### config.mk
export PLATFORM = sky130hd
export DESIGN_NAME = mouse_keyboard_input_port
export DESIGN_NICKNAME = d
export VERILOG_FILES = /design/src/hdl/mkip_pkg.sv /design/src/hdl/mouse_keyboard_input_port.sv /design/src/hdl/mkip_motion.sv
export VERILOG_INCLUDE_DIRS = /design/src /design/src/hdl
export SDC_FILE = /design/constraint.sdc
export NUM_CORES = 2
export LEC_CHECK = 0
export ABC_AREA = 1
export BUFFER_PORTS_ARGS = -buffer_cell sky130_fd_sc_hd__buf_2
export CORE_AREA = 3 3 418 420
export DETAILED_ROUTE_END_ITERATION = 10
export DIE_AREA = 0 0 421 423
export SYNTH_ARGS = -nofsm -noshare
export SYNTH_HDL_FRONTEND = slang
export SYNTH_SLANG_ARGS = --single-unit
### constraint.sdc
create_clock -name i_clk -period 10.9 [get_ports i_clk]
set_clock_uncertainty 0.05 [all_clocks]
set_input_delay 2.18 -clock i_clk [delete_from_list [all_inputs] [get_ports i_clk]]
set_output_delay 2.18 -clock i_clk [all_outputs]
set_load 0.03 [all_outputs]
### src/hdl/mouse_keyboard_input_port_defines.svh
// assertion macros for the mouse and keyboard input port
// used by the top level; expects i_clk and i_rst_n in scope
`ifndef MOUSE_KEYBOARD_INPUT_PORT_DEFINES_SVH
`define MOUSE_KEYBOARD_INPUT_PORT_DEFINES_SVH

// same-cycle implication, checked out of reset
`define MKIP_ASSERT_NOW(label, ante, cons, msg) \
    label: assert property (@(posedge i_clk) disable iff (!i_rst_n) (ante) |-> (cons)) \
        else $error(msg);

// next-cycle implication, checked out of reset
`define MKIP_ASSERT_NEXT(label, ante, cons, msg) \
    label: assert property (@(posedge i_clk) disable iff (!i_rst_n) (ante) |=> (cons)) \
        else $error(msg);

`endif

### src/hdl/mkip_pkg.sv
// shared types, codes and helpers for the mouse and keyboard input port
// no dependencies
package mkip_pkg;

    // commands
    localparam logic [3:0] CMD_MOVE       = 4'd0;
    localparam logic [3:0] CMD_BUTTON     = 4'd1;
    localparam logic [3:0] CMD_KEY        = 4'd2;
    localparam logic [3:0] CMD_SERVICE    = 4'd3;
    localparam logic [3:0] CMD_READ_BYTE  = 4'd4;
    localparam logic [3:0] CMD_READ_WORD  = 4'd5;
    localparam logic [3:0] CMD_WRITE_BYTE = 4'd6;
    localparam logic [3:0] CMD_WRITE_WORD = 4'd7;
    localparam logic [3:0] CMD_REINIT     = 4'd8;

    // software register map
    localparam logic [2:0] REG_X       = 3'd0;
    localparam logic [2:0] REG_Y       = 3'd1;
    localparam logic [2:0] REG_DELTA_X = 3'd2;
    localparam logic [2:0] REG_DELTA_Y = 3'd3;
    localparam logic [2:0] REG_SENS    = 3'd4;
    localparam logic [2:0] REG_BUTTONS = 3'd5;

    // configuration registers
    localparam int unsigned CFG_IDX_W = 1;
    localparam logic [CFG_IDX_W-1:0] CFG_SCREEN_WIDTH  = 1'd0;
    localparam logic [CFG_IDX_W-1:0] CFG_SCREEN_HEIGHT = 1'd1;

    // interrupt sources
    localparam logic [1:0] IRQ_NONE  = 2'd0;
    localparam logic [1:0] IRQ_KEY   = 2'd1;
    localparam logic [1:0] IRQ_MOUSE = 2'd2;

    // host button numbers and their register bits
    localparam logic [7:0] HOST_BTN_LEFT   = 8'd1;
    localparam logic [7:0] HOST_BTN_MIDDLE = 8'd2;
    localparam logic [7:0] HOST_BTN_RIGHT  = 8'd3;
    localparam logic [7:0] BTN_LEFT        = 8'h01;
    localparam logic [7:0] BTN_RIGHT       = 8'h02;
    localparam logic [7:0] BTN_MIDDLE      = 8'h04;

    localparam logic [15:0] FALLBACK_X   = 16'd319;
    localparam logic [15:0] FALLBACK_Y   = 16'd199;
    localparam logic [15:0] RESET_X      = 16'd159;
    localparam logic [15:0] RESET_Y      = 16'd99;
    localparam logic [31:0] SENS_DEFAULT = 32'd256;

    typedef struct packed {
        logic [3:0]         cmd;
        logic signed [15:0] move_dx;
        logic signed [15:0] move_dy;
        logic [7:0]         button_code;
        logic               pressed;
        logic [2:0]         reg_index;
        logic [31:0]        write_data;
    } t_in_req;

    typedef struct packed {
        logic [31:0] read_data;
        logic [1:0]  irq_source;
    } t_out_rsp;

    // outcome of a move event
    typedef struct packed {
        logic [15:0] ptr_x;
        logic [15:0] ptr_y;
        logic [31:0] step_x;
        logic [31:0] step_y;
    } t_move_res;

    // largest legal coordinate for a screen dimension
    function automatic logic [15:0] bound_of(input logic [15:0] size,
                                             input logic [15:0] fallback);
        bound_of = (size == 16'd0) ? fallback : size - 16'd1;
    endfunction

    // clamp a signed value into 0..bound
    function automatic logic [15:0] clamp_pos(input logic signed [33:0] v,
                                              input logic [15:0] bound);
        if (v < 0)
            clamp_pos = 16'd0;
        else if (v > $signed({18'd0, bound}))
            clamp_pos = bound;
        else
            clamp_pos = v[15:0];
    endfunction

endpackage

### src/hdl/mouse_keyboard_input_port.sv
// top level of the mouse and keyboard input port: state, register access, result stage
// depends on mkip_pkg, mkip_motion and mouse_keyboard_input_port_defines.svh
//
//  channel   direction  handshake                      payload
//  input     in         i_in_valid / o_in_stall        i_in_req   (t_in_req)
//  result    out        o_out_valid / i_out_stall      o_out_rsp  (t_out_rsp)
//  config    in         i_cfg_valid / o_cfg_ready      i_cfg_index, i_cfg_data
//
// every request yields one result, registered in the cycle after it is taken; a request can be
// taken every cycle unless a held result is stalled, the pace set by the single result register
// the move path (16x33 multiply, pointer add, clamp) is the longest path
// reset is synchronous, active low; it restores the centred pointer and default sensitivity and clears the rest
// a stalled result holds in the result register and stalls the input only while full
// config writes are always taken (ready held high)
`include "mouse_keyboard_input_port_defines.svh"

module mouse_keyboard_input_port #(
    parameter int unsigned KEY_BUFFER_DEPTH = 256
) (
    input  logic                               i_clk,
    input  logic                               i_rst_n,
    // request channel
    input  logic                               i_in_valid,
    output logic                               o_in_stall,
    input  mkip_pkg::t_in_req                  i_in_req,
    // result channel
    output logic                               o_out_valid,
    input  logic                               i_out_stall,
    output mkip_pkg::t_out_rsp                 o_out_rsp,
    // configuration write channel
    input  logic                               i_cfg_valid,
    output logic                               o_cfg_ready,
    input  logic [mkip_pkg::CFG_IDX_W-1:0]     i_cfg_index,
    input  logic [15:0]                        i_cfg_data
);
    import mkip_pkg::*;

    localparam int unsigned KEY_W = (KEY_BUFFER_DEPTH > 1) ? $clog2(KEY_BUFFER_DEPTH) : 1;
    localparam logic [KEY_W-1:0] KEY_MAX = KEY_W'(KEY_BUFFER_DEPTH - 1);

    // screen configuration
    logic [15:0] r_screen_w;
    logic [15:0] r_screen_h;

    // mouse state; pointer is always kept within 0..65534 so 16 bits hold it
    logic [15:0]      r_ptr_x,     n_ptr_x;
    logic [15:0]      r_ptr_y,     n_ptr_y;
    logic [31:0]      r_delta_x,   n_delta_x;
    logic [31:0]      r_delta_y,   n_delta_y;
    logic [31:0]      r_sens,      n_sens;
    logic [7:0]       r_buttons,   n_buttons;
    logic [KEY_W-1:0] r_key_count, n_key_count;
    logic             r_key_irq,   n_key_irq;
    logic             r_mouse_irq, n_mouse_irq;

    // result stage
    logic     r_out_valid;
    t_out_rsp r_out_rsp, n_out_rsp;

    logic        w_in_acc;
    logic        w_out_acc;
    logic [15:0] w_bound_x;
    logic [15:0] w_bound_y;
    logic [31:0] w_rd_val;
    logic [7:0]  w_btn_bit;
    logic [7:0]  w_wr_byte;
    t_move_res   w_move;

    // handshakes: input only stalls while a result is held and the sink stalls
    assign o_in_stall  = r_out_valid && i_out_stall;
    assign w_in_acc    = i_in_valid && !o_in_stall;
    assign w_out_acc   = r_out_valid && !i_out_stall;
    assign o_out_valid = r_out_valid;
    assign o_out_rsp   = r_out_rsp;
    assign o_cfg_ready = 1'b1;

    assign w_bound_x = bound_of(r_screen_w, FALLBACK_X);
    assign w_bound_y = bound_of(r_screen_h, FALLBACK_Y);
    assign w_wr_byte = i_in_req.write_data[7:0];

    // config registers
    always_ff @(posedge i_clk) begin
        if (!i_rst_n) begin
            r_screen_w <= 16'd0;
            r_screen_h <= 16'd0;
        end else if (i_cfg_valid && o_cfg_ready) begin
            case (i_cfg_index)
                CFG_SCREEN_WIDTH:  r_screen_w <= i_cfg_data;
                CFG_SCREEN_HEIGHT: r_screen_h <= i_cfg_data;
                default: ;
            endcase
        end
    end

    mkip_motion u_motion (
        .i_dx      (i_in_req.move_dx),
        .i_dy      (i_in_req.move_dy),
        .i_sens    (r_sens),
        .i_ptr_x   (r_ptr_x),
        .i_ptr_y   (r_ptr_y),
        .i_bound_x (w_bound_x),
        .i_bound_y (w_bound_y),
        .o_res     (w_move)
    );

    // register read mux; pointer reads are clamped to the current bounds
    always_comb begin
        case (i_in_req.reg_index)
            REG_X:       w_rd_val = {16'd0, clamp_pos($signed({18'd0, r_ptr_x}), w_bound_x)};
            REG_Y:       w_rd_val = {16'd0, clamp_pos($signed({18'd0, r_ptr_y}), w_bound_y)};
            REG_DELTA_X: w_rd_val = r_delta_x;
            REG_DELTA_Y: w_rd_val = r_delta_y;
            REG_SENS:    w_rd_val = r_sens;
            REG_BUTTONS: w_rd_val = {24'd0, r_buttons};
            default:     w_rd_val = 32'd0;
        endcase
    end

    // host button number to register bit; unknown codes map to none
    always_comb begin
        case (i_in_req.button_code)
            HOST_BTN_LEFT:   w_btn_bit = BTN_LEFT;
            HOST_BTN_RIGHT:  w_btn_bit = BTN_RIGHT;
            HOST_BTN_MIDDLE: w_btn_bit = BTN_MIDDLE;
            default:         w_btn_bit = 8'd0;
        endcase
    end

    // next state and result for the request on the port
    always_comb begin
        n_ptr_x     = r_ptr_x;
        n_ptr_y     = r_ptr_y;
        n_delta_x   = r_delta_x;
        n_delta_y   = r_delta_y;
        n_sens      = r_sens;
        n_buttons   = r_buttons;
        n_key_count = r_key_count;
        n_key_irq   = r_key_irq;
        n_mouse_irq = r_mouse_irq;
        n_out_rsp   = '0;

        case (i_in_req.cmd)
            CMD_MOVE: begin
                n_ptr_x     = w_move.ptr_x;
                n_ptr_y     = w_move.ptr_y;
                n_delta_x   = r_delta_x + w_move.step_x;
                n_delta_y   = r_delta_y + w_move.step_y;
                n_mouse_irq = 1'b1;
            end
            CMD_BUTTON: begin
                if (w_btn_bit != 8'd0) begin
                    n_buttons   = i_in_req.pressed ? (r_buttons | w_btn_bit)
                                                   : (r_buttons & ~w_btn_bit);
                    n_mouse_irq = 1'b1;
                end
            end
            CMD_KEY: begin
                // a full buffer drops the key silently
                if (r_key_count < KEY_MAX) begin
                    n_key_count = r_key_count + KEY_W'(1);
                    n_key_irq   = 1'b1;
                end
            end
            CMD_SERVICE: begin
                // keyboard has priority over mouse
                if (r_key_irq) begin
                    n_key_irq            = 1'b0;
                    n_out_rsp.irq_source = IRQ_KEY;
                end else if (r_mouse_irq) begin
                    n_mouse_irq          = 1'b0;
                    n_out_rsp.irq_source = IRQ_MOUSE;
                end else begin
                    n_out_rsp.irq_source = IRQ_NONE;
                end
            end
            CMD_READ_BYTE: begin
                n_out_rsp.read_data = {24'd0, w_rd_val[7:0]};
            end
            CMD_READ_WORD: begin
                n_out_rsp.read_data = w_rd_val;
            end
            CMD_WRITE_BYTE: begin
                // byte writes patch the low byte; buttons take the byte whole
                case (i_in_req.reg_index)
                    REG_X:       n_ptr_x = clamp_pos($signed({18'd0, r_ptr_x[15:8], w_wr_byte}),
                                                     w_bound_x);
                    REG_Y:       n_ptr_y = clamp_pos($signed({18'd0, r_ptr_y[15:8], w_wr_byte}),
                                                     w_bound_y);
                    REG_DELTA_X: n_delta_x = {r_delta_x[31:8], w_wr_byte};
                    REG_DELTA_Y: n_delta_y = {r_delta_y[31:8], w_wr_byte};
                    REG_SENS:    n_sens    = {r_sens[31:8], w_wr_byte};
                    REG_BUTTONS: n_buttons = w_wr_byte;
                    default: ;
                endcase
            end
            CMD_WRITE_WORD: begin
                // pointer words are signed and clamped
                case (i_in_req.reg_index)
                    REG_X:       n_ptr_x = clamp_pos($signed({{2{i_in_req.write_data[31]}},
                                                              i_in_req.write_data}), w_bound_x);
                    REG_Y:       n_ptr_y = clamp_pos($signed({{2{i_in_req.write_data[31]}},
                                                              i_in_req.write_data}), w_bound_y);
                    REG_DELTA_X: n_delta_x = i_in_req.write_data;
                    REG_DELTA_Y: n_delta_y = i_in_req.write_data;
                    REG_SENS:    n_sens    = i_in_req.write_data;
                    REG_BUTTONS: n_buttons = w_wr_byte;
                    default: ;
                endcase
            end
            CMD_REINIT: begin
                // pointer recentres on the current bounds
                n_ptr_x     = {1'b0, w_bound_x[15:1]};
                n_ptr_y     = {1'b0, w_bound_y[15:1]};
                n_delta_x   = 32'd0;
                n_delta_y   = 32'd0;
                n_sens      = SENS_DEFAULT;
                n_buttons   = 8'd0;
                n_key_count = '0;
                n_key_irq   = 1'b0;
                n_mouse_irq = 1'b0;
            end
            default: ;
        endcase
    end

    // state update on each accepted request
    always_ff @(posedge i_clk) begin
        if (!i_rst_n) begin
            r_ptr_x     <= RESET_X;
            r_ptr_y     <= RESET_Y;
            r_delta_x   <= 32'd0;
            r_delta_y   <= 32'd0;
            r_sens      <= SENS_DEFAULT;
            r_buttons   <= 8'd0;
            r_key_count <= '0;
            r_key_irq   <= 1'b0;
            r_mouse_irq <= 1'b0;
        end else if (w_in_acc) begin
            r_ptr_x     <= n_ptr_x;
            r_ptr_y     <= n_ptr_y;
            r_delta_x   <= n_delta_x;
            r_delta_y   <= n_delta_y;
            r_sens      <= n_sens;
            r_buttons   <= n_buttons;
            r_key_count <= n_key_count;
            r_key_irq   <= n_key_irq;
            r_mouse_irq <= n_mouse_irq;
        end
    end

    // result register: loads on accept, empties when taken
    always_ff @(posedge i_clk) begin
        if (!i_rst_n) begin
            r_out_valid <= 1'b0;
        end else if (w_in_acc) begin
            r_out_valid <= 1'b1;
        end else if (w_out_acc) begin
            r_out_valid <= 1'b0;
        end
    end

    always_ff @(posedge i_clk) begin
        if (w_in_acc) begin
            r_out_rsp <= n_out_rsp;
        end
    end

    // every accepted request leaves a result in the output register
    `MKIP_ASSERT_NEXT(a_result_follows, w_in_acc, r_out_valid, "request without result")
    // key counter never passes the buffer limit
    `MKIP_ASSERT_NOW(a_key_bound, 1'b1, r_key_count <= KEY_MAX, "key count overflow")
    // servicing a pending keyboard interrupt clears it
    `MKIP_ASSERT_NEXT(a_key_ack, w_in_acc && i_in_req.cmd == CMD_SERVICE && r_key_irq, !r_key_irq, "key irq not cleared")
    // reinit clears buttons and key buffer
    `MKIP_ASSERT_NEXT(a_reinit, w_in_acc && i_in_req.cmd == CMD_REINIT, r_buttons == 8'd0 && r_key_count == '0, "reinit left state")

endmodule

### src/hdl/mkip_motion.sv
// motion datapath: sensitivity scaling, pointer update with clamping
// depends on mkip_pkg
module mkip_motion (
    input  logic signed [15:0] i_dx,
    input  logic signed [15:0] i_dy,
    input  logic [31:0]        i_sens,
    input  logic [15:0]        i_ptr_x,
    input  logic [15:0]        i_ptr_y,
    input  logic [15:0]        i_bound_x,
    input  logic [15:0]        i_bound_y,
    output mkip_pkg::t_move_res o_res
);
    import mkip_pkg::*;

    logic [31:0]        w_sens;
    logic signed [32:0] w_sens_s;
    logic signed [48:0] w_prod_x;
    logic signed [48:0] w_prod_y;
    logic [31:0]        w_step_x;
    logic [31:0]        w_step_y;
    logic signed [33:0] w_sum_x;
    logic signed [33:0] w_sum_y;

    // zero sensitivity means unity gain
    assign w_sens   = (i_sens == 32'd0) ? SENS_DEFAULT : i_sens;
    assign w_sens_s = $signed({1'b0, w_sens});

    assign w_prod_x = i_dx * w_sens_s;
    assign w_prod_y = i_dy * w_sens_s;

    // arithmetic shift gives floor of the division by 256
    assign w_step_x = w_prod_x[39:8];
    assign w_step_y = w_prod_y[39:8];

    assign w_sum_x = $signed({18'd0, i_ptr_x}) + $signed({{2{w_step_x[31]}}, w_step_x});
    assign w_sum_y = $signed({18'd0, i_ptr_y}) + $signed({{2{w_step_y[31]}}, w_step_y});

    assign o_res.ptr_x  = clamp_pos(w_sum_x, i_bound_x);
    assign o_res.ptr_y  = clamp_pos(w_sum_y, i_bound_y);
    assign o_res.step_x = w_step_x;
    assign o_res.step_y = w_step_y;

endmodule

==> flow_summary.yaml <==
routing:
  routedWlPerCell_um: 19.2
  dr_total_vias: 47900
  drcViolationCount: 0
  first_pass_iters: 6
  wl_um: 191000
  vias_per_cell: 4.84
  drt_iter0_markers: 3588
  antenna_left: 0
global_route:
  antenna_found_initial: 14
  grt_pass1_vias: 49100
  grt_overflow_total: 0
  grt_start_max_net_pins: 93
  track_usage_pct: 21.1
  grt_first_pass_wirelength_um: 292000
floorplan:
  die_x_um: 421
  start_util_pct: 29.9
  dieArea_mm2: 0.178
  die_y_um: 423
  io_pins: 139
  core_mm2: 0.171
  rows: 152
cts:
  cts_hold_buf: 0
  ctsHtreeMaxLevel: 1
  cts_made_buffers: 25
  cts_buffer_depth: 3
  clock_sinks: 213
  cts_tree: "done"
  cts_root_buffer: "clkbuf_16"
  clkLatencyLatePin_ns: 0.60
  path_clk_slew_ns: 0.07
hold_path:
  min_path_type: "register to register"
sta:
  fin_crit_sh_pct: 94.6
  hold_viol_final: 0
  tns_ns: 0
  setup_violations: 0
  fin_crit_ns: 10.31
  tightestPinTransition_ns: 1.28
  max_freq_ghz: 0.0970
  maxSlewViolCount: 0
  timing.hold.ws_ns: 0.409
  slew_headroom_pct: 13.7
worst_setup_path:
  cp-start-kind: "input port"
  crit_arrival_ns: 10.77
  required_ns: 11.36
  end_kind: "register"
  cpMostUsedCell: "nand2_1"
  critPathMaxFanout: 14
  slowest_delay_ns: 0.56
  cpMaxStageDelayCell: "fa_1"
  worstSetupPathType: "input port to register"
synth:
  synth_top_area_cell: "fa_1"
  synth_warnings: 0
  syn_nets: 8656
  synth_cell_types: 62
  async_flop_share_pct: 0
  synth_area_leaders: "fa_1 31%, nand2_1 14%, inv_1 13%"
  syn_inst: 7353
  post-synth-top-count-cell: "nand2_1"
  postSynthAreaPerCell_um2: 6.97
  ys_seq_elements: 213
  synth-main-ff-cell: "dfxtp_1"
  synth_area_mm2: 0.0513
  netlist_top_cells_count: "1,931 x nand2_1, 1,801 x inv_1, 788 x fa_1"
  ys_seq_area_share_pct: 8.98
  synth_top_area_share_pct: 30.8
  synth_edf_count: 34
power_and_ir_drop:
  ir_drop_v: 0.000144
  power_density_mw_per_mm2: 156
  p_leak_nw: 31.2
placement:
  hpwl_um: 156000
  dp_cells: 9849
  portBuffers: 137
  place_congestion: 0.960
finish:
  drive_above_1_share_pct: 9.23
  multi_input_area_mm2: 0.0389
  finish.utilization_pct: 33.5
  area_growth_pct: 12.0
  fin_nets: 8872
  fillCellCount: 18500
  seqCellArea_mm2: 0.00460
  stdcell_count: 9904
flow_run:
  maxCapViolCount: 0
outcome:
  status: "complete, no violations"
## critical path, delay by kind of cell
kind | cells | cell delay (ns)
fa+ha+maj | 9 | 4.09
simple gates | 20 | 2.16
compound gates | 7 | 0.94
buf+inv | 8 | 0.87
xor+xnor | 1 | 0.50
## per-stage QoR
step | cell area [µm²] | power (mW) | worst slack, ns
after floorplan | 51300 | 5.11 | 0.973
after global placement | 56300 | 7.85 | -0.0703
after detailed placement | 56300 | 7.87 | -0.0895
after CTS | 57200 | 8.87 | 0.324
after global routing | 57400 | 9.85 | -0.0150
final | 57400 | 8.97 | 0.593
## area by class of cell
type,count,area share [%]
Timing Repair Buffer,475,5.74
Sequential cell,213,8.02
Multi-Input combinational cell,5029,67.7
Clock inverter,14,0.335
Antenna cell,6,0.0261
Tap cell,2310,5.03
Clock buffer,32,1.19
Inverter,1825,11.9
## power breakdown
| part | leakage [nW] | switching [mW] | total [mW] | internal, mW |
|---|---|---|---|---|
| clock network | 0.415 | 0.405 | 0.929 | 0.524 |
| logic | 29.0 | 4.36 | 7.15 | 2.79 |
| registers | 1.80 | 0.0451 | 0.883 | 0.838 |
## flip-flops by register name (all words and copies together), names as in the netlist, named ones only
register and cells:
r_ptr_y 16, r_screen_h 16, o_out_valid 1, r_sens 32, r_screen_w 16, r_delta_x 32
o_out_rsp 34, r_key_count 8, r_delta_y 32, r_mouse_irq 1, r_ptr_x 16, r_buttons 5
r_key_irq 1
## layout by cell type, fill, tap and decap left out, types with 11 or more instances in the layout
cell type  netlist  routed
nor2_1         440     433
nand2_1       1931    1931
nor2_2          19      23
nand4_1         35      35
a21oi_1        352     349
nand2_2         39      39
fa_1           788     788
buf_4            3     336
a21oi_2         27      30
a211oi_1        32      32
a22oi_1         15      15
edfxtp_1        34      34
ha_1           413     411
buf_2            7     128
o21ai_0        283     282
nor2_4           8      11
nand3_1        175     175
o21bai_1        20      19
nor3_1          44      42
inv_2           20      20
inv_1         1801    1800
clkbuf_16        0      26
o211ai_1        35      35
or2_2           20      20
a21o_1          16      16
o22ai_1         11      11
xnor2_1         37      36
nor4_1          24      24
o221ai_1        18      18
dfxtp_1        179     179
a31oi_1         64      64
xor2_1          84      74
a221oi_1        19      19
## cells by family (layout without fill, tap and decap cells)
| logic type | after synthesis | in the layout | share of synthesized area, % |
|---|---|---|---|
| buffers and inverters | 2111 | 2346 | 15.5 |
| DFF | 213 | 213 | 8.98 |
| adders and majority gates | 1201 | 1201 | 40.8 |
| other | 1 | 7 | 0.00731 |
| and+or+nand+nor | 2765 | 2765 | 21.9 |
| AOI/OAI and AO/OA | 940 | 940 | 10.7 |
| xor gates and xnor gates | 122 | 122 | 2.10 |
## per-layer routing
layer,vias to the layer above,track usage [%],share of wire (%)
li1,22500,-,-
met1,23400,26.2,40
met2,1600,35.7,47
met3,382,2.90,6.4
met4,10,11.3,6.1
met5,-,0,0.030
## final timing paths
kind	startpoint	cells past startpoint	end	slack (ns)
setup / recovery	i_in_req[62]	45	r_ptr_x[14]	0.59
hold / removal	r_buttons[6]	2	r_buttons[6]	0.41
setup reg to reg	r_sens[20]	52	r_ptr_x[14]	0.72
hold reg to reg	r_buttons[6]	2	r_buttons[6]	0.41
## repair_timing
| action | in CTS | in global routing |
|---|---|---|
| buffers inserted | 0 | 3 |
| gates resized for setup | 0 | 34 |
| endpoints found under the setup margin | 0 | 32 |
Power figures use the tool's default switching activity.
